## config.mk

```make
export PLATFORM = sky130hd
export DESIGN_NAME = rtttl_tone_parser_core
export DESIGN_NICKNAME = d
export VERILOG_FILES = /design/src/rtl/rtp_pkg.sv /design/src/rtl/rtp_div.sv /design/src/rtl/rtp_ctrl.sv /design/src/rtl/rtp_datapath.sv /design/src/rtl/rtttl_tone_parser_core.sv
export SDC_FILE = /design/constraint.sdc
export NUM_CORES = 1
export LEC_CHECK = 0
export ABC_CLOCK_PERIOD_IN_PS = 13350
export BUFFER_PORTS_ARGS = -buffer_cell sky130_fd_sc_hd__buf_2
export CAP_MARGIN = 20
export CORE_MARGIN = 2
export CORE_UTILIZATION = 30
export CTS_CLUSTER_DIAMETER = 40
export DETAILED_ROUTE_END_ITERATION = 16
export SYNTH_ARGS = -nofsm -noshare
export SYNTH_HDL_FRONTEND = slang
export SYNTH_SLANG_ARGS = --single-unit
```

## constraint.sdc

```tcl
create_clock -name clk -period 13.35 [get_ports clk]
set_clock_uncertainty 0.2 [all_clocks]
set_input_delay 1.335 -clock clk [delete_from_list [all_inputs] [get_ports clk]]
set_output_delay 1.335 -clock clk [all_outputs]
set_load 0.01 [all_outputs]
```

## src/rtl/rtp_pkg.sv

```systemverilog
// Shared types, character codes and the frequency table for the RTTTL tone parser.
// No dependencies; used by every module of the block.
package rtp_pkg;

    localparam int unsigned BYTE_W   = 8;
    localparam int unsigned NUM_W    = 16;
    localparam int unsigned WHOLE_W  = 18;
    localparam int unsigned LEN_W    = 19;
    localparam int unsigned TONE_W   = 12;
    localparam int unsigned GAP_W    = 8;
    localparam int unsigned OCT_W    = 3;
    localparam int unsigned CFG_IDX_W = 4;
    localparam int unsigned CFG_DAT_W = 16;
    localparam int unsigned DIV_CNT_W = 5;

    localparam logic [WHOLE_W-1:0] WHOLE_MS_NUM = WHOLE_W'(240000);
    localparam logic [NUM_W-1:0]   SAT_MAX      = 16'hFFFF;

    localparam logic [NUM_W-1:0] RST_DURATION = 16'd4;
    localparam logic [OCT_W-1:0] RST_OCTAVE   = 3'd6;
    localparam logic [NUM_W-1:0] RST_BPM      = 16'd63;
    localparam logic [GAP_W-1:0] RST_GAP      = 8'd30;

    localparam logic [CFG_IDX_W-1:0] REG_DURATION = 4'd0;
    localparam logic [CFG_IDX_W-1:0] REG_OCTAVE   = 4'd1;
    localparam logic [CFG_IDX_W-1:0] REG_BPM      = 4'd2;
    localparam logic [CFG_IDX_W-1:0] REG_GAP      = 4'd3;

    localparam logic [1:0] KEY_NONE = 2'd0;
    localparam logic [1:0] KEY_DUR  = 2'd1;
    localparam logic [1:0] KEY_OCT  = 2'd2;
    localparam logic [1:0] KEY_BPM  = 2'd3;

    localparam logic [BYTE_W-1:0] CH_NUL   = 8'h00;
    localparam logic [BYTE_W-1:0] CH_LF    = 8'h0A;
    localparam logic [BYTE_W-1:0] CH_CR    = 8'h0D;
    localparam logic [BYTE_W-1:0] CH_SPACE = 8'h20;
    localparam logic [BYTE_W-1:0] CH_HASH  = 8'h23;
    localparam logic [BYTE_W-1:0] CH_COMMA = 8'h2C;
    localparam logic [BYTE_W-1:0] CH_DOT   = 8'h2E;
    localparam logic [BYTE_W-1:0] CH_0     = 8'h30;
    localparam logic [BYTE_W-1:0] CH_1     = 8'h31;
    localparam logic [BYTE_W-1:0] CH_4     = 8'h34;
    localparam logic [BYTE_W-1:0] CH_7     = 8'h37;
    localparam logic [BYTE_W-1:0] CH_9     = 8'h39;
    localparam logic [BYTE_W-1:0] CH_COLON = 8'h3A;
    localparam logic [BYTE_W-1:0] CH_EQ    = 8'h3D;
    localparam logic [BYTE_W-1:0] CH_LC_B  = 8'h62;
    localparam logic [BYTE_W-1:0] CH_LC_D  = 8'h64;
    localparam logic [BYTE_W-1:0] CH_LC_O  = 8'h6F;

    localparam int unsigned FL_SHARP = 0;
    localparam int unsigned FL_DOT   = 1;
    localparam int unsigned FL_REST  = 2;
    localparam int unsigned FL_VALID = 3;

    typedef enum logic [3:0] {
        PH_NAME     = 4'd0,
        PH_HDR_IDLE = 4'd1,
        PH_HDR_KEY  = 4'd2,
        PH_HDR_NUM  = 4'd3,
        PH_NOTE     = 4'd4,
        PH_NOTE_DUR = 4'd5,
        PH_SHARP    = 4'd6,
        PH_DOT1     = 4'd7,
        PH_OCT      = 4'd8,
        PH_DOT2     = 4'd9,
        PH_COMMA    = 4'd10,
        PH_DONE     = 4'd11
    } phase_t;

    typedef enum logic [1:0] {
        S_IDLE = 2'd0,
        S_EVAL = 2'd1,
        S_DIV  = 2'd2,
        S_OUT  = 2'd3
    } ctrl_state_t;

    typedef struct packed {
        logic load;
        logic eval;
        logic div_start;
        logic store_len;
        logic store_whole;
    } rtp_cmd_t;

    typedef struct packed {
        logic need_div;
        logic len_pend;
        logic div_done;
    } rtp_status_t;

    localparam logic [TONE_W-1:0] FREQ_TAB [96] = '{
        12'd16,   12'd17,   12'd18,   12'd19,   12'd21,   12'd22,
        12'd23,   12'd24,   12'd26,   12'd27,   12'd29,   12'd31,
        12'd33,   12'd35,   12'd37,   12'd39,   12'd41,   12'd44,
        12'd46,   12'd49,   12'd52,   12'd55,   12'd58,   12'd62,
        12'd65,   12'd69,   12'd73,   12'd78,   12'd82,   12'd87,
        12'd92,   12'd98,   12'd104,  12'd110,  12'd117,  12'd123,
        12'd131,  12'd139,  12'd147,  12'd156,  12'd165,  12'd175,
        12'd185,  12'd196,  12'd208,  12'd220,  12'd233,  12'd247,
        12'd262,  12'd277,  12'd294,  12'd311,  12'd330,  12'd349,
        12'd370,  12'd392,  12'd415,  12'd440,  12'd466,  12'd494,
        12'd523,  12'd554,  12'd587,  12'd622,  12'd659,  12'd698,
        12'd740,  12'd784,  12'd831,  12'd880,  12'd932,  12'd988,
        12'd1047, 12'd1109, 12'd1175, 12'd1245, 12'd1319, 12'd1397,
        12'd1480, 12'd1568, 12'd1661, 12'd1760, 12'd1865, 12'd1976,
        12'd2093, 12'd2217, 12'd2349, 12'd2489, 12'd2637, 12'd2794,
        12'd2960, 12'd3136, 12'd3322, 12'd3520, 12'd3729, 12'd3951
    };

    function automatic logic [TONE_W-1:0] freq_lookup(input logic [OCT_W-1:0] oct,
                                                      input logic [3:0] semi);
        logic [6:0] idx;
        idx = 7'(oct) * 7'd12 + 7'(semi);
        return FREQ_TAB[idx];
    endfunction

endpackage

```

## src/rtl/rtp_div.sv

```systemverilog
// Restoring divider, one quotient bit per cycle, for the whole-note and note lengths.
// Depends on rtp_pkg.
module rtp_div (
    input  logic                        clk,
    input  logic                        rst_n,
    input  logic                        start,
    input  logic [rtp_pkg::WHOLE_W-1:0] dividend,
    input  logic [rtp_pkg::NUM_W-1:0]   divisor,
    output logic [rtp_pkg::WHOLE_W-1:0] quotient,
    output logic                        done
);
    import rtp_pkg::*;

    logic [WHOLE_W-1:0]   quo_reg, quo_next;
    logic [NUM_W-1:0]     rem_reg, rem_next;
    logic [NUM_W-1:0]     dsr_reg, dsr_next;
    logic [DIV_CNT_W-1:0] cnt_reg, cnt_next;
    logic                 busy_reg, busy_next;
    logic                 done_reg, done_next;
    logic [NUM_W:0]       shifted;
    logic                 ge;

    assign shifted  = {rem_reg, quo_reg[WHOLE_W-1]};
    assign ge       = shifted >= {1'b0, dsr_reg};
    assign quotient = quo_reg;
    assign done     = done_reg;

    always_comb
    begin
        quo_next  = quo_reg;
        rem_next  = rem_reg;
        dsr_next  = dsr_reg;
        cnt_next  = cnt_reg;
        busy_next = busy_reg;
        done_next = 1'b0;
        if (start)
        begin
            quo_next  = dividend;
            rem_next  = '0;
            dsr_next  = divisor;
            cnt_next  = DIV_CNT_W'(WHOLE_W);
            busy_next = 1'b1;
        end
        else if (busy_reg)
        begin
            rem_next = ge ? NUM_W'(shifted - {1'b0, dsr_reg}) : shifted[NUM_W-1:0];
            quo_next = {quo_reg[WHOLE_W-2:0], ge};
            cnt_next = cnt_reg - 1'b1;
            if (cnt_reg == DIV_CNT_W'(1))
            begin
                busy_next = 1'b0;
                done_next = 1'b1;
            end
        end
    end

    always_ff @(posedge clk or negedge rst_n)
    begin
        if (!rst_n)
        begin
            cnt_reg  <= '0;
            busy_reg <= 1'b0;
            done_reg <= 1'b0;
        end
        else
        begin
            cnt_reg  <= cnt_next;
            busy_reg <= busy_next;
            done_reg <= done_next;
        end
    end

    always_ff @(posedge clk)
    begin
        quo_reg <= quo_next;
        rem_reg <= rem_next;
        dsr_reg <= dsr_next;
    end

endmodule

```

## src/rtl/rtp_ctrl.sv

```systemverilog
// Sequencing state machine: byte transfer, parse step, division wait, result transfer.
// Depends on rtp_pkg.
module rtp_ctrl (
    input  logic                 clk,
    input  logic                 rst_n,
    input  logic                 in_valid,
    output logic                 in_ready,
    output logic                 out_valid,
    input  logic                 out_ready,
    input  rtp_pkg::rtp_status_t status,
    output rtp_pkg::rtp_cmd_t    cmd
);
    import rtp_pkg::*;

    ctrl_state_t state_reg, state_next;

    always_comb
    begin
        state_next = state_reg;
        unique case (state_reg)
            S_IDLE: if (in_valid) state_next = S_EVAL;
            S_EVAL: state_next = status.need_div ? S_DIV : S_IDLE;
            S_DIV:
                if (status.div_done) state_next = status.len_pend ? S_OUT : S_IDLE;
            S_OUT: if (out_ready) state_next = S_IDLE;
            default: state_next = S_IDLE;
        endcase
    end

    always_comb
    begin
        in_ready  = state_reg == S_IDLE;
        out_valid = state_reg == S_OUT;
        cmd.load        = (state_reg == S_IDLE) && in_valid;
        cmd.eval        = state_reg == S_EVAL;
        cmd.div_start   = (state_reg == S_EVAL) && status.need_div;
        cmd.store_len   = (state_reg == S_DIV) && status.div_done && status.len_pend;
        cmd.store_whole = (state_reg == S_DIV) && status.div_done && !status.len_pend;
    end

    always_ff @(posedge clk or negedge rst_n)
    begin
        if (!rst_n)
            state_reg <= S_IDLE;
        else
            state_reg <= state_next;
    end

endmodule

```

## src/rtl/rtp_datapath.sv

```systemverilog
// Parser state, configuration registers, note decode and result registers.
// Depends on rtp_pkg and rtp_div.
module rtp_datapath (
    input  logic                          clk,
    input  logic                          rst_n,
    input  rtp_pkg::rtp_cmd_t             cmd,
    output rtp_pkg::rtp_status_t          status,
    input  logic [rtp_pkg::BYTE_W-1:0]    text_byte,
    input  logic                          cfg_valid,
    output logic                          cfg_ready,
    input  logic [rtp_pkg::CFG_IDX_W-1:0] cfg_index,
    input  logic [rtp_pkg::CFG_DAT_W-1:0] cfg_data,
    output logic                          is_rest,
    output logic [rtp_pkg::TONE_W-1:0]    tone_hz,
    output logic [rtp_pkg::LEN_W-1:0]     length_ms,
    output logic [rtp_pkg::GAP_W-1:0]     gap_ms
);
    import rtp_pkg::*;

    logic [NUM_W-1:0]   dflt_dur_reg, dflt_bpm_reg;
    logic [OCT_W-1:0]   dflt_oct_reg;
    logic [GAP_W-1:0]   gap_cfg_reg;

    logic [BYTE_W-1:0]  byte_reg;
    phase_t             ph_reg, ph_next;
    logic [1:0]         key_reg, key_next;
    logic [NUM_W-1:0]   acc_reg, acc_next;
    logic [NUM_W-1:0]   tdur_reg, tdur_next, toct_reg, toct_next, tbpm_reg, tbpm_next;
    logic [WHOLE_W-1:0] whole_reg;
    logic [NUM_W-1:0]   ndiv_reg, ndiv_next;
    logic [3:0]         semi_reg, semi_next;
    logic [3:0]         flags_reg, flags_next;
    logic [NUM_W-1:0]   noct_reg, noct_next;
    logic               len_pend_reg;

    logic               rest_reg, dot_reg;
    logic [TONE_W-1:0]  tone_reg, tone_snap;
    logic [GAP_W-1:0]   gap_reg;
    logic [LEN_W-1:0]   len_reg;

    logic               do_idle, do_note, do_letter, fin, whole_div;
    logic               is_digit, is_nz_digit;
    logic [19:0]        acc_wide;
    logic [NUM_W-1:0]   acc_sat;
    logic [4:0]         semi_sh;
    logic [NUM_W:0]     oct_sh;
    logic [OCT_W-1:0]   oct_cl;
    logic [3:0]         semi_fix;
    logic               m_sh, m_d1, m_oc, m_d2, m_cm;
    logic [WHOLE_W-1:0] div_dividend, quotient;
    logic [NUM_W-1:0]   div_divisor;
    logic               div_done;
    logic [LEN_W-1:0]   len_sum;

    assign cfg_ready = 1'b1;

    assign is_digit    = (byte_reg >= CH_0) && (byte_reg <= CH_9);
    assign is_nz_digit = (byte_reg >= CH_1) && (byte_reg <= CH_9);
    assign acc_wide    = ({4'b0, acc_reg} << 3) + ({4'b0, acc_reg} << 1)
                       + 20'(byte_reg - CH_0);
    assign acc_sat     = (acc_wide > 20'(SAT_MAX)) ? SAT_MAX : acc_wide[NUM_W-1:0];

    assign m_sh = (ph_reg == PH_SHARP) && (byte_reg == CH_HASH);
    assign m_d1 = (ph_reg <= PH_DOT1) && (byte_reg == CH_DOT);
    assign m_oc = (ph_reg <= PH_OCT) && (byte_reg >= CH_4) && (byte_reg <= CH_7);
    assign m_d2 = (ph_reg <= PH_DOT2) && (byte_reg == CH_DOT);
    assign m_cm = byte_reg == CH_COMMA;

    // frequency of the pending note; sharp B moves to C one octave up
    always_comb
    begin
        semi_sh = 5'(semi_reg) + 5'(flags_reg[FL_SHARP]);
        oct_sh  = {1'b0, noct_reg};
        semi_fix = semi_sh[3:0];
        if (semi_sh > 5'd11)
        begin
            semi_fix = 4'(semi_sh - 5'd12);
            oct_sh   = {1'b0, noct_reg} + 1'b1;
        end
        oct_cl    = (oct_sh > (NUM_W+1)'(7)) ? OCT_W'(7) : oct_sh[OCT_W-1:0];
        tone_snap = flags_reg[FL_REST] ? '0 : freq_lookup(oct_cl, semi_fix);
    end

    always_comb
    begin
        ph_next    = ph_reg;
        key_next   = key_reg;
        acc_next   = acc_reg;
        tdur_next  = tdur_reg;
        toct_next  = toct_reg;
        tbpm_next  = tbpm_reg;
        ndiv_next  = ndiv_reg;
        semi_next  = semi_reg;
        flags_next = flags_reg;
        noct_next  = noct_reg;
        do_idle    = 1'b0;
        do_note    = 1'b0;
        do_letter  = 1'b0;
        fin        = 1'b0;
        whole_div  = 1'b0;

        if (byte_reg == CH_NUL)
        begin
            fin        = (ph_reg >= PH_SHARP) && (ph_reg <= PH_COMMA);
            ph_next    = PH_NAME;
            key_next   = KEY_NONE;
            acc_next   = '0;
            tdur_next  = dflt_dur_reg;
            toct_next  = NUM_W'(dflt_oct_reg);
            tbpm_next  = dflt_bpm_reg;
            ndiv_next  = '0;
            semi_next  = '0;
            flags_next = '0;
            noct_next  = '0;
        end
        else
        begin
            unique case (ph_reg)
                PH_NAME:
                    if (byte_reg == CH_COLON)
                    begin
                        tdur_next = dflt_dur_reg;
                        toct_next = NUM_W'(dflt_oct_reg);
                        tbpm_next = dflt_bpm_reg;
                        ph_next   = PH_HDR_IDLE;
                    end
                PH_HDR_IDLE:
                    do_idle = 1'b1;
                PH_HDR_KEY:
                    if (byte_reg == CH_EQ)
                    begin
                        acc_next = '0;
                        ph_next  = PH_HDR_NUM;
                    end
                    else
                        do_idle = 1'b1;
                PH_HDR_NUM:
                    if (is_digit)
                        acc_next = acc_sat;
                    else
                    begin
                        priority if (key_reg == KEY_DUR) tdur_next = acc_reg;
                        else if (key_reg == KEY_OCT) toct_next = acc_reg;
                        else tbpm_next = acc_reg;
                        do_idle = 1'b1;
                    end
                PH_NOTE:
                    do_note = 1'b1;
                PH_NOTE_DUR:
                    if (is_digit)
                        acc_next = acc_sat;
                    else
                    begin
                        ndiv_next = acc_reg;
                        do_letter = 1'b1;
                    end
                PH_SHARP, PH_DOT1, PH_OCT, PH_DOT2, PH_COMMA:
                    priority if (m_sh)
                    begin
                        flags_next[FL_SHARP] = 1'b1;
                        ph_next = PH_DOT1;
                    end
                    else if (m_d1)
                    begin
                        flags_next[FL_DOT] = 1'b1;
                        ph_next = PH_OCT;
                    end
                    else if (m_oc)
                    begin
                        noct_next = NUM_W'(byte_reg - CH_0);
                        ph_next   = PH_DOT2;
                    end
                    else if (m_d2)
                    begin
                        flags_next[FL_DOT] = 1'b1;
                        ph_next = PH_COMMA;
                    end
                    else if (m_cm)
                    begin
                        fin     = 1'b1;
                        ph_next = PH_NOTE;
                    end
                    else
                    begin
                        fin     = 1'b1;
                        ph_next = PH_NOTE;
                        do_note = 1'b1;
                    end
                default: ;
            endcase

            if (do_idle)
            begin
                ph_next = PH_HDR_IDLE;
                priority if (byte_reg == CH_COLON)
                begin
                    whole_div = 1'b1;
                    ph_next   = PH_NOTE;
                end
                else if (byte_reg == CH_LC_D)
                begin
                    key_next = KEY_DUR;
                    ph_next  = PH_HDR_KEY;
                end
                else if (byte_reg == CH_LC_O)
                begin
                    key_next = KEY_OCT;
                    ph_next  = PH_HDR_KEY;
                end
                else if (byte_reg == CH_LC_B)
                begin
                    key_next = KEY_BPM;
                    ph_next  = PH_HDR_KEY;
                end
            end

            if (do_note)
            begin
                priority if (byte_reg == CH_SPACE)
                    ph_next = PH_NOTE;
                else if (byte_reg == CH_CR || byte_reg == CH_LF)
                    ph_next = PH_DONE;
                else if (is_nz_digit)
                begin
                    acc_next = NUM_W'(byte_reg - CH_0);
                    ph_next  = PH_NOTE_DUR;
                end
                else
                begin
                    ndiv_next = tdur_reg;
                    do_letter = 1'b1;
                end
            end

            if (do_letter)
            begin
                flags_next = '0;
                semi_next  = '0;
                unique case (byte_reg | 8'h20)
                    8'h63: begin semi_next = 4'd0;  flags_next[FL_VALID] = 1'b1; end
                    8'h64: begin semi_next = 4'd2;  flags_next[FL_VALID] = 1'b1; end
                    8'h65: begin semi_next = 4'd4;  flags_next[FL_VALID] = 1'b1; end
                    8'h66: begin semi_next = 4'd5;  flags_next[FL_VALID] = 1'b1; end
                    8'h67: begin semi_next = 4'd7;  flags_next[FL_VALID] = 1'b1; end
                    8'h61: begin semi_next = 4'd9;  flags_next[FL_VALID] = 1'b1; end
                    8'h62: begin semi_next = 4'd11; flags_next[FL_VALID] = 1'b1; end
                    8'h70: flags_next[FL_REST] = 1'b1;
                    default: ;
                endcase
                noct_next = toct_reg;
                ph_next   = PH_SHARP;
            end
        end
    end

    assign status.len_pend = len_pend_reg;
    assign status.div_done = div_done;
    assign status.need_div = whole_div || (fin && (flags_reg[FL_REST] || flags_reg[FL_VALID]));

    always_comb
    begin
        if (whole_div)
        begin
            div_dividend = WHOLE_MS_NUM;
            div_divisor  = (tbpm_next == '0) ? NUM_W'(1) : tbpm_next;
        end
        else
        begin
            div_dividend = whole_reg;
            div_divisor  = (ndiv_reg == '0) ? NUM_W'(1) : ndiv_reg;
        end
    end

    rtp_div u_div (
        .clk      (clk),
        .rst_n    (rst_n),
        .start    (cmd.div_start),
        .dividend (div_dividend),
        .divisor  (div_divisor),
        .quotient (quotient),
        .done     (div_done)
    );

    assign len_sum = {1'b0, quotient}
                   + (dot_reg ? {2'b0, quotient[WHOLE_W-1:1]} : '0);

    always_ff @(posedge clk or negedge rst_n)
    begin
        if (!rst_n)
        begin
            dflt_dur_reg <= RST_DURATION;
            dflt_oct_reg <= RST_OCTAVE;
            dflt_bpm_reg <= RST_BPM;
            gap_cfg_reg  <= RST_GAP;
            ph_reg       <= PH_NAME;
            key_reg      <= KEY_NONE;
            acc_reg      <= '0;
            tdur_reg     <= RST_DURATION;
            toct_reg     <= NUM_W'(RST_OCTAVE);
            tbpm_reg     <= RST_BPM;
            whole_reg    <= '0;
            ndiv_reg     <= '0;
            semi_reg     <= '0;
            flags_reg    <= '0;
            noct_reg     <= '0;
            len_pend_reg <= 1'b0;
        end
        else
        begin
            if (cfg_valid)
            begin
                unique case (cfg_index)
                    REG_DURATION: dflt_dur_reg <= cfg_data;
                    REG_OCTAVE:   dflt_oct_reg <= cfg_data[OCT_W-1:0];
                    REG_BPM:      dflt_bpm_reg <= cfg_data;
                    REG_GAP:      gap_cfg_reg  <= cfg_data[GAP_W-1:0];
                    default: ;
                endcase
            end
            if (cmd.eval)
            begin
                ph_reg       <= ph_next;
                key_reg      <= key_next;
                acc_reg      <= acc_next;
                tdur_reg     <= tdur_next;
                toct_reg     <= toct_next;
                tbpm_reg     <= tbpm_next;
                ndiv_reg     <= ndiv_next;
                semi_reg     <= semi_next;
                flags_reg    <= flags_next;
                noct_reg     <= noct_next;
                len_pend_reg <= !whole_div;
                if (byte_reg == CH_NUL)
                    whole_reg <= '0;
            end
            if (cmd.store_whole)
                whole_reg <= quotient;
        end
    end

    always_ff @(posedge clk)
    begin
        if (cmd.load)
            byte_reg <= text_byte;
        if (cmd.eval)
        begin
            rest_reg <= flags_reg[FL_REST];
            dot_reg  <= flags_reg[FL_DOT];
            tone_reg <= tone_snap;
            gap_reg  <= flags_reg[FL_REST] ? '0 : gap_cfg_reg;
        end
        if (cmd.store_len)
            len_reg <= len_sum;
    end

    assign is_rest   = rest_reg;
    assign tone_hz   = tone_reg;
    assign length_ms = len_reg;
    assign gap_ms    = gap_reg;

endmodule

```

## src/rtl/rtttl_tone_parser_core.sv

```systemverilog
// RTTTL ringtone parser top level: controller and datapath.
// Depends on rtp_pkg, rtp_ctrl, rtp_datapath (and rtp_div through it).
//
// Usage: feed the ringtone text one byte per transfer on in_valid/in_ready
// (text_byte). Each completed note yields one transfer on out_valid/out_ready
// carrying is_rest, tone_hz, length_ms and gap_ms; bad note letters yield none.
// A zero byte flushes a pending note and restarts the parser.
// Defaults are written on cfg_valid/cfg_ready (always ready): cfg_index 0 default
// duration, 1 default octave, 2 default bpm, 3 gap after tones; other indexes
// are ignored. Write them only while the block is idle.
// Flow: one byte at a time. A byte that yields no result and needs no
// division goes back to idle after its parse step, with no division wait. The
// ':' ending the header and any byte that completes a valid note or rest start
// the restoring divider; when it is done the header returns to idle and a note
// goes to the output register. The result stays there and no new byte is
// taken until it is transferred, so a stalled receiver stalls the input. Reset
// restores the default registers (4, 6, 63, 30) and the parser to the name section.
module rtttl_tone_parser_core (
    input  logic                          clk,
    input  logic                          rst_n,
    input  logic                          in_valid,
    output logic                          in_ready,
    input  logic [rtp_pkg::BYTE_W-1:0]    text_byte,
    output logic                          out_valid,
    input  logic                          out_ready,
    output logic                          is_rest,
    output logic [rtp_pkg::TONE_W-1:0]    tone_hz,
    output logic [rtp_pkg::LEN_W-1:0]     length_ms,
    output logic [rtp_pkg::GAP_W-1:0]     gap_ms,
    input  logic                          cfg_valid,
    output logic                          cfg_ready,
    input  logic [rtp_pkg::CFG_IDX_W-1:0] cfg_index,
    input  logic [rtp_pkg::CFG_DAT_W-1:0] cfg_data
);
    import rtp_pkg::*;

    rtp_cmd_t    cmd;
    rtp_status_t status;

    rtp_ctrl u_ctrl (
        .clk       (clk),
        .rst_n     (rst_n),
        .in_valid  (in_valid),
        .in_ready  (in_ready),
        .out_valid (out_valid),
        .out_ready (out_ready),
        .status    (status),
        .cmd       (cmd)
    );

    rtp_datapath u_dp (
        .clk       (clk),
        .rst_n     (rst_n),
        .cmd       (cmd),
        .status    (status),
        .text_byte (text_byte),
        .cfg_valid (cfg_valid),
        .cfg_ready (cfg_ready),
        .cfg_index (cfg_index),
        .cfg_data  (cfg_data),
        .is_rest   (is_rest),
        .tone_hz   (tone_hz),
        .length_ms (length_ms),
        .gap_ms    (gap_ms)
    );

endmodule
```

==> impl_metrics.env, run 1 <==
export IMPL_status="finished clean"
export IMPL_ys_seq_elements=280
export IMPL_grt_pass1_wl_um=78110
export IMPL_rsz0062_at_grt="false"
export IMPL_drt_pass1_iter_count=5
export IMPL_start_util_pct=30.45
export IMPL_hold_class="reg -> reg"
export IMPL_place_area_mm2=0.01834
export IMPL_ioPinCount=76
export IMPL_r2r_start="u_dp.flags_reg[0]"
export IMPL_netlist_instances=1858
export IMPL_setup_viol=0
export IMPL_p_per_area_mw_per_mm2=108.5
export IMPL_htreeDepth=2
export IMPL_clkSinkCount=280
export IMPL_die_area_mm2=0.05928
export IMPL_power_leakage_nw=8.201
export IMPL_grt_pass1_vias=14130
export IMPL_crit_path_max_incr_delay_ns=0.68
export IMPL_crit_path_start="u_dp.flags_reg[0]"
export IMPL_grt_start_max_net_pins=99
export IMPL_cts_tree="built"
export IMPL_async_flop_share_pct=64.64
export IMPL_clk_root_buffer_cell="clkbuf_16"
export IMPL_fin_tns_setup_ns=0
export IMPL_io_buffers=74
export IMPL_synth_ff_type="dfrtp_1"
export IMPL_crit_slowest_cell="fa_1"
export IMPL_hpwl_um=34110
export IMPL_cp_common_cell="ha_1"
export IMPL_crit_required_ns=13.43
export IMPL_syn_area_mm2=0.01721
export IMPL_maxCapViolCount=0
export IMPL_fillers=5690
export IMPL_gp_congestion=0.8666
export IMPL_finalMaxSlewViolations=0
export IMPL_drt_iter0_markers=1334
export IMPL_die_w_um=243.5
export IMPL_arrival_ns=6.70
export IMPL_track_usage_pct=16.21
export IMPL_worstMarginPinSlew_ns=1.120
export IMPL_totalWireLength_um=48750
export IMPL_pwr_share_clk_pct=53.3
export IMPL_swShare_pct=24.22
export IMPL_timing_reg2reg_setup_slack_ns=6.73
export IMPL_ir_drop_mv=0.07903
export IMPL_worstPathMaxFanout=25
export IMPL_vias_per_cell=5.382
export IMPL_clkTransAtPathRegs_ns=0.06
export IMPL_min_path_cells=2
export IMPL_area_growth_pct=15.72
export IMPL_p_int_w=0.001637
export IMPL_slew_headroom_pct=25.35
export IMPL_synth_nets=1987
export IMPL_synth_area_per_cell_um2=9.260
export IMPL_final_common_cell="nand2_1"
export IMPL_final_antenna_net_count=0
export IMPL_path_cells="ha_1 -> ha_1 -> ha_1 -> a22o_1 -> o21a_1 -> nor3_1 -> mux2_2 -> o21ai_0 -> and2_1 -> nand2_1 -> ha_1 -> fa_1 -> xor2_1 -> buf_4 -> mux4_2 -> a2111oi_0 -> a211oi_1"
export IMPL_nets=2030
export IMPL_cts_buffers=44
export IMPL_timing_rr_end="u_dp.tone_hz[3]"
export IMPL_ctsHoldBuffers=0
export IMPL_r2r_cells=17
export IMPL_core_mm2=0.05650
export IMPL_drcViolationCount=0
export IMPL_drive_gt1_share_pct=14.62
export IMPL_min_to="u_dp.u_div.rem_reg[15]"
export IMPL_grt_overflow_total=0
export IMPL_wl_per_cell_um=18.10
export IMPL_comb_power_share_pct=3.0
export IMPL_final_cell_mix="nand2_1 (224), dfrtp_1 (159), o21ai_0 (148), nor2_1 (143), a21oi_1 (141)"
export IMPL_p_seq_share_pct=43.7
export IMPL_crit_type="reg -> reg"
export IMPL_finalHoldViolCount=0
export IMPL_yosysSeqAreaShare_pct=42.83
export IMPL_synthDistinctLibCells=83
export IMPL_switchingPower_w=0.0005232
export IMPL_antenna_found_initial=2
export IMPL_largest_register_ffs=19
export IMPL_min_period_ns=6.618
export IMPL_cts_max_path_buffers=3
export IMPL_ys_top_cells_by_area="dfrtp_1 (23%), edfxtp_1 (14%), ha_1 (5.6%), nand2_1 (4.9%), o21ai_0 (4.3%)"
export IMPL_vias=14490
export IMPL_core_rowCount=87
export IMPL_timing_fmax_mhz=151.1
export IMPL_cts_setup_buffers=0
export IMPL_yosysWarnings=0
export IMPL_period_share_pct=49.57
export IMPL_cts_resized=0
export IMPL_synth_top_cell_area_share_pct=23.13
export IMPL_synth_edf_count=83
export IMPL_fp_dieH_um=243.5
export IMPL_cp_end_kind="flip-flop"
export IMPL_cp_start_kind="flip-flop"
export IMPL_design_area_mm2=0.01991
export IMPL_worst_skew_pair_late_latency_ns=0.60
export IMPL_hold_path_startpoint="u_dp.u_div.rem_reg[15]"
export IMPL_synth_largest_area_cell="dfrtp_1"
==> how the worst max path moves through the flow <==
stage / cells past startpoint / end / slack [ns]
floorplan: 19 / u_dp.tone_hz[3] / 7.49
global placement: 18 / u_dp.tone_hz[3] / 6.96
detailed placement: 17 / u_dp.tone_hz[3] / 6.81
CTS: 18 / u_dp.tone_hz[3] / 6.83
global route: 18 / u_dp.tone_hz[3] / 6.30
finish: 17 / u_dp.tone_hz[3] / 6.73
==> power by group through the flow <==
stage | combinational (W) | sequential [W] | clock [W]
floorplan | 0.0000383 | 0.000946 | 0
global placement | 0.0000640 | 0.000958 | 0
detailed placement | 0.0000659 | 0.000959 | 0
CTS | 0.0000661 | 0.000943 | 0.00118
finish | 0.0000653 | 0.000943 | 0.00115
global route | 0.0000724 | 0.000947 | 0.00121
==> critical path, delay by kind of cell, from the launching register on <==
family                     cells  cell delay, ns
AOI/OAI and AO/OA              5            1.60
xor gates and xnor gates       1            0.18
and+or+nand+nor                3            0.66
DFF                            1            0.38
buffers and inverters          1            0.31
adders and majority gates      5            2.12
muxes                          2            0.90
==> final cells by class <==
type	instances	area [um2]	share of cell area, %
antenna	1	2.502	0.01257
clock buffer	45	1105	5.549
clock inverter	36	385.4	1.936
inverter	82	307.8	1.546
multi-input combinational	1391	9171	46.07
sequential	280	7370	37.02
tap	756	945.9	4.751
timing repair buffer	102	621.8	3.123
==> cells in the mapped netlist, types with 22 or more instances <==
cell type	instances
nand2_1	224
dfrtp_1	159
o21ai_0	148
nor2_1	144
a21oi_1	142
clkbuf_1	92
edfxtp_1	83
inv_1	80
ha_1	77
a31oi_1	50
mux2_2	46
nand3_1	42
mux2i_1	34
xnor2_1	33
nor2b_1	31
a22o_1	29
nor3_1	29
o31ai_1	28
and2_1	26
dfstp_2	22
==> layer usage <==
metal / wire length (um) / track usage [%]
met3: 2810 / 2.930
met4: 1583 / 5.540
met2: 22370 / 26.24
met1: 21980 / 21.77
met5: 13 / 0
==> cells by family after synthesis <==
group                    after synthesis  synth area share, %
AO/OA/AOI/OAI                        565                21.02
XOR/XNOR                              54                2.793
adder cells (fa/ha/maj)               96                7.810
buffers and inverters                187                4.218
flip-flops                           280                42.83
multiplexers                          81                5.120
other                                  1              0.02180
AND/OR/NAND/NOR                      594                16.19
==> stage by stage <==
step | hold WS [ns] | util, % | power (W) | std cells | setup WS [ns]
detailed placement | 0.2659 | 32.47 | 0.001025 | 2606 | 6.814
CTS | 0.2760 | 35.11 | 0.002185 | 2687 | 6.829
finish | 0.2730 | 35.24 | 0.002160 | 2693 | 6.732
global placement | 0.2539 | 32.47 | 0.001022 | 2606 | 6.958
global route | 0.3098 | 35.24 | 0.002228 | 2692 | 6.302
floorplan | 0.2231 | - | 0.0009843 | 1858 | 7.492
Note: power is estimated with default switching activity, not from simulation.
==> run 2: changes to the inputs <==
ABC_CLOCK_PERIOD_IN_PS = 5750   (was 13350)
clock period = 5.75 ns   (was 13.35 ns; I/O delays follow)
==> run 2 against run 1 <==
Net effect: worst setup slack got worse by 6.4 ns; combinational power rose by 130%; sequential power rose by 130%; fmax rose by 21%; clock power rose by 140%; critical endpoint unchanged; highest routed layer is now met4.
==> impl_metrics.env, run 2 (synthesized netlist as in run 1, its figures left out) <==
export IMPL_grt_start_max_net_pins=91
export IMPL_period_share_pct=94.98
export IMPL_final_cell_mix="nand2_1 (223), dfrtp_1 (159), o21ai_0 (147), nor2_1 (143), a21oi_1 (141)"
export IMPL_largest_register_ffs=19
export IMPL_hpwl_um=35130
export IMPL_core_rowCount=87
export IMPL_wl_per_cell_um=18.27
export IMPL_nets=2072
export IMPL_pwr_share_clk_pct=53.6
export IMPL_timing_fmax_mhz=183.1
export IMPL_status="finished clean"
export IMPL_die_w_um=243.5
export IMPL_clkSinkCount=280
export IMPL_multi_input_area_mm2=0.009283
export IMPL_drive_gt1_share_pct=16.62
export IMPL_totalWireLength_um=49970
export IMPL_rsz0062_at_grt="false"
export IMPL_min_period_ns=5.461
export IMPL_cp_end_kind="flip-flop"
export IMPL_die_area_mm2=0.05928
export IMPL_seq_area_mm2=0.007370
export IMPL_swShare_pct=23.89
export IMPL_grt_pass1_wl_um=79420
export IMPL_ioPinCount=76
export IMPL_fp_dieH_um=243.5
export IMPL_grt_overflow_total=0
export IMPL_p_per_area_mw_per_mm2=248.2
export IMPL_maxCapViolCount=0
export IMPL_switchingPower_w=0.001208
export IMPL_design_area_mm2=0.02037
export IMPL_setup_viol=0
export IMPL_p_seq_share_pct=43.4
export IMPL_vias_per_cell=5.343
export IMPL_slew_headroom_pct=27.32
export IMPL_gp_congestion=0.8511
export IMPL_cp_start_kind="flip-flop"
export IMPL_p_int_w=0.003848
export IMPL_final_antenna_net_count=0
export IMPL_arrival_ns=5.55
export IMPL_crit_required_ns=5.83
export IMPL_htreeDepth=2
export IMPL_worstMarginPinSlew_ns=1.090
export IMPL_vias=14610
export IMPL_final_common_cell="nand2_1"
export IMPL_fillers=5649
export IMPL_dpl_cell_count=2640
export IMPL_cts_max_path_buffers=3
export IMPL_io_buffers=74
export IMPL_worst_skew_pair_late_latency_ns=0.58
export IMPL_crit_type="reg -> reg"
export IMPL_worstPathMaxFanout=6
export IMPL_place_area_mm2=0.01862
export IMPL_track_usage_pct=16.51
export IMPL_cts_buffers=45
export IMPL_core_mm2=0.05650
export IMPL_antenna_cells=0
export IMPL_clkTransAtPathRegs_ns=0.05
export IMPL_start_util_pct=30.45
export IMPL_clk_root_buffer_cell="clkbuf_16"
export IMPL_timing_final_ws_setup_ns=0.2887
export IMPL_area_growth_pct=18.39
export IMPL_preCtsSetupSlack_ns=-0.04028
export IMPL_finalHoldViolCount=0
export IMPL_ir_drop_mv=0.2221
export IMPL_holdWs_ns=0.04318
export IMPL_cts_tree="built"
export IMPL_hold_class="in -> reg"
export IMPL_drt_pass1_iter_count=5
export IMPL_final_cells=2735
export IMPL_grt_pass1_vias=14190
export IMPL_drt_iter0_markers=981
export IMPL_antenna_found_initial=0
export IMPL_drcViolationCount=0
export IMPL_finalMaxSlewViolations=0
export IMPL_comb_power_share_pct=3.0
export IMPL_power_leakage_nw=8.437
==> run 2: area by class of cell <==
cell class                      instances  share of cell area, %
Clock inverter                         33                  1.628
Inverter                               82                  1.511
Sequential cell                       280                  36.18
Tap cell                              756                  4.644
Clock buffer                           50                  5.878
Multi-Input combinational cell       1391                  45.57
Timing Repair Buffer                  143                  4.588
==> run 2: critical path, cell delays in order (launching register included) <==
cell,delay (ns)
dfrtp_1,0.37
ha_1,0.24
ha_1,0.24
xnor2_1,0.16
ha_1,0.20
a22o_1,0.28
o21a_4,0.25
nor3_2,0.19
mux2_2,0.37
nor4_4,0.27
and2_1,0.18
nand2_1,0.08
ha_1,0.24
fa_2,0.68
xor2_4,0.21
mux4_2,0.57
a2111oi_4,0.38
a211oi_2,0.08
==> run 2: repair_timing <==
action | in CTS | in global routing
gates resized for setup | 1 | 19
pin swaps | 0 | 4
hold buffers | 8 | 0
endpoints found under the hold margin | 82 | 0
endpoints found under the setup margin | 1 | 11
buffers inserted | 0 | 4
==> run 2: power by group through the flow <==
stage	logic [W]	registers (W)	clock network, W
after global routing	0.000172	0.00220	0.00285
after detailed placement	0.000152	0.00223	0
after global placement	0.000147	0.00223	0
after floorplan	0.0000890	0.00220	0
after CTS	0.000157	0.00219	0.00277
final	0.000153	0.00219	0.00271
==> run 2: metrics by stage <==
stage | setup TNS, ns | utilization [%] | power [W]
floorplan | 0 | - | 0.002285
global placement | 0 | 32.96 | 0.002373
detailed placement | -0.04028 | 32.96 | 0.002380
CTS | 0 | 35.81 | 0.005120
global route | 0 | 36.06 | 0.005224
finish | 0 | 36.06 | 0.005056
==> run 2: final timing paths <==
| kind | from | endpoint | slack (ns) | depth (start not counted) |
|---|---|---|---|---|
| worst max register to register | u_dp.flags_reg[0] | u_dp.tone_hz[3] | 0.29 | 17 |
| worst min-delay path | cfg_data[14] | u_dp.dflt_dur_reg[14] | 0.04 | 2 |
| max in group asynchronous | rst_n | u_dp.whole_reg[12] | 3.71 | 3 |
| worst min register to register | u_dp.u_div.rem_reg[15] | u_dp.u_div.rem_reg[15] | 0.27 | 2 |
| worst max-delay path | u_dp.flags_reg[0] | u_dp.tone_hz[3] | 0.29 | 17 |
| min in group asynchronous | rst_n | u_dp.gap_cfg_reg[7] | 0.42 | 2 |
==> run 2: layer usage <==
layer | vias to the layer above | wire (um) | track usage (%)
li1 | 6974 | - | -
met1 | 7129 | 23080 | 22.76
met2 | 417 | 23030 | 26.44
met3 | 92 | 2483 | 2.732
met4 | 0 | 1375 | 5.161
met5 | - | 0 | 0
==> run 3: changes to the inputs <==
ABC_CLOCK_PERIOD_IN_PS = 6950   (was 5750)
SYNTH_HIERARCHICAL = 1   (was not set)
clock period = 6.95 ns   (was 5.75 ns; I/O delays follow)
==> run 3 against run 2 <==
Net effect: the flow now finishes with violations (negative hold slack); critical path depth grew 3; combinational power shrank 21%; clock power shrank 16%; core utilization shrank 1.2 points; worst hold slack lost 0.067 ns; synthesized cell count grew 2.4%; cell count grew 0.69%; routed wire length grew 2.3%; via count grew 1.2%; largest cell class unchanged.
==> impl_metrics.env, run 3 <==
export IMPL_worstPathMaxFanout=14
export IMPL_cts_buffers=44
export IMPL_ctsHoldBuffers=0
export IMPL_syn_area_mm2=0.01785
export IMPL_final_common_cell="nand2_1"
export IMPL_cts_setup_buffers=0
export IMPL_wl_per_cell_um=18.56
export IMPL_crit_slowest_cell="ha_1"
export IMPL_async_flop_share_pct=64.64
export IMPL_period_share_pct=90.00
export IMPL_slew_headroom_pct=40.82
export IMPL_synth_nets=2032
export IMPL_synth_top_cell_area_share_pct=22.28
export IMPL_final_cell_mix="nand2_1 (222), a21oi_1 (174), dfrtp_1 (159), nor2_1 (147), o21ai_0 (106)"
export IMPL_rsz0062_at_grt="false"
export IMPL_crit_type="reg -> reg"
export IMPL_synth_edf_count=83
export IMPL_vias=14780
export IMPL_synth_ff_type="dfrtp_1"
export IMPL_die_area_mm2=0.06148
export IMPL_htreeDepth=2
export IMPL_path_cells="ha_1 -> ha_1 -> ha_1 -> and2_1 -> a211o_1 -> o22ai_4 -> a2111oi_0 -> o211ai_1 -> a21oi_1 -> and3_2 -> nand2_1 -> ha_1 -> fa_1 -> xor2_2 -> nand2_1 -> a32oi_1 -> a21oi_1 -> mux2_2 -> mux2i_1 -> nor2_1"
export IMPL_nets=2076
export IMPL_min_period_ns=6.255
export IMPL_fillers=5874
export IMPL_timing_fmax_mhz=159.9
export IMPL_core_rowCount=89
export IMPL_largest_register_ffs=19
export IMPL_cp_end_kind="flip-flop"
export IMPL_seq_area_mm2=0.007370
export IMPL_grt_pass1_vias=14500
export IMPL_drive_gt1_share_pct=17.26
export IMPL_crit_path_max_incr_delay_ns=0.64
export IMPL_power_leakage_nw=8.392
export IMPL_drcViolationCount=0
export IMPL_core_mm2=0.05891
export IMPL_grt_overflow_total=0
export IMPL_ioPinCount=76
export IMPL_ir_drop_mv=0.1482
export IMPL_hold_class="in -> async"
export IMPL_clk_root_buffer_cell="clkbuf_16"
export IMPL_holdWs_ns=-0.02409
export IMPL_cp_common_cell="ha_1"
export IMPL_grt_pass1_wl_um=80800
export IMPL_yosysWarnings=6
export IMPL_fp_dieH_um=248.0
export IMPL_synth_top_cells_by_count="nand2_1 (222), a21oi_1 (174), dfrtp_1 (159)"
export IMPL_synth_most_common_cell="nand2_1"
export IMPL_antenna_found_initial=3
export IMPL_clkSinkCount=280
export IMPL_io_buffers=74
export IMPL_preCtsSetupSlack_ns=0.7698
export IMPL_worstMarginPinSlew_ns=0.8796
export IMPL_cts_max_path_buffers=3
export IMPL_timing_final_ws_setup_ns=0.6950
export IMPL_failed_checks="negative hold slack"
export IMPL_arrival_ns=6.36
export IMPL_finalHoldViolCount=11
export IMPL_cts_resized=0
export IMPL_p_per_area_mw_per_mm2=205.3
export IMPL_final_antenna_net_count=0
export IMPL_antenna_cells=0
export IMPL_hpwl_um=35970
export IMPL_multi_input_area_mm2=0.009708
export IMPL_cts_tree="built"
export IMPL_drt_iter0_markers=1352
export IMPL_ys_top_cells_by_area="dfrtp_1 (22%), edfxtp_1 (14%), ha_1 (5.4%), mux2_2 (5.0%), a21oi_1 (4.9%)"
export IMPL_cp_start_kind="flip-flop"
export IMPL_maxCapViolCount=0
export IMPL_setup_viol=0
export IMPL_totalWireLength_um=51120
export IMPL_gp_congestion=0.8878
export IMPL_fin_tns_setup_ns=0
export IMPL_ys_seq_elements=280
export IMPL_grt_start_max_net_pins=89
export IMPL_status="finished, violations left"
export IMPL_track_usage_pct=16.54
export IMPL_synthDistinctLibCells=100
export IMPL_vias_per_cell=5.367
export IMPL_synth_largest_area_cell="dfrtp_1"
export IMPL_crit_required_ns=7.05
export IMPL_clkTransAtPathRegs_ns=0.06
export IMPL_yosysSeqAreaShare_pct=41.28
export IMPL_worst_skew_pair_late_latency_ns=0.57
export IMPL_netlist_instances=1903
export IMPL_drt_pass1_iter_count=5
export IMPL_start_util_pct=30.31
export IMPL_area_growth_pct=15.14
export IMPL_die_w_um=248.0
export IMPL_synth_area_per_cell_um2=9.382
export IMPL_finalMaxSlewViolations=0
[run 3: per-stage QoR]
step                cell area, um2  std cells  hold slack, ns  total power, W  utilization [%]
detailed placement           18970       2671          0.2655        0.001970            32.21
global route                 20560       2754         0.03248        0.004351            34.90
CTS                          20500       2751        0.001740        0.004269            34.80
floorplan                    17850       1903          0.1994        0.001893                -
global placement             18970       2671          0.2586        0.001966            32.21
finish                       20560       2754        -0.02409        0.004220            34.90
[run 3: worst paths after layout]
check | from | endpoint | slack (ns) | depth (start not counted)
worst max register to register | u_dp/semi_reg[0] | u_dp/tone_hz[2] | 0.70 | 20
worst max-delay path | u_dp/semi_reg[0] | u_dp/tone_hz[2] | 0.70 | 20
min in group clk | text_byte[6] | u_dp/byte_reg[6] | 0.11 | 1
max in group asynchronous | rst_n | u_dp/tdur_reg[8] | 5.36 | 2
worst min-delay path | rst_n | u_dp/ph_reg[2] | -0.02 | 1
worst min register to register | u_dp/tdur_reg[10] | u_dp/tdur_reg[10] | 0.28 | 1
[run 3: cell families after synthesis]
group | share of synthesized area, %
AND/OR/NAND/NOR | 16.12
AO/OA/AOI/OAI | 20.32
flip-flops | 41.28
buffers and inverters | 4.772
multiplexers | 6.945
adder cells (fa/ha/maj) | 7.526
XOR/XNOR | 3.020
other | 0.02100
[run 3: final cells by class]
type | instances | share of cell area (%)
clock buffer | 56 | 6.184
clock inverter | 24 | 1.260
inverter | 82 | 1.497
multi-input combinational | 1430 | 47.22
sequential | 280 | 35.85
tap | 773 | 4.705
timing repair buffer | 109 | 3.281
[run 3: layer usage]
metal	routed length, um	global-route usage, %
met1	23150	23.05
met2	22790	25.60
met3	3686	3.222
met4	1445	5.477
met5	42	0
[run 3: critical path, delay by kind of cell, from the launching register on]
kind            cells  cell delay [ns]
simple gates        5             0.89
compound gates      7             1.36
flops               1             0.39
xor+xnor            1             0.54
fa+ha+maj           5             2.21
mux                 2             0.40
[run 3: power breakdown]
part	total, W	switching, W	internal, W
registers	0.00182	0.0000554	0.00177
logic	0.000121	0.0000578	0.0000629
clock network	0.00228	0.000851	0.00143
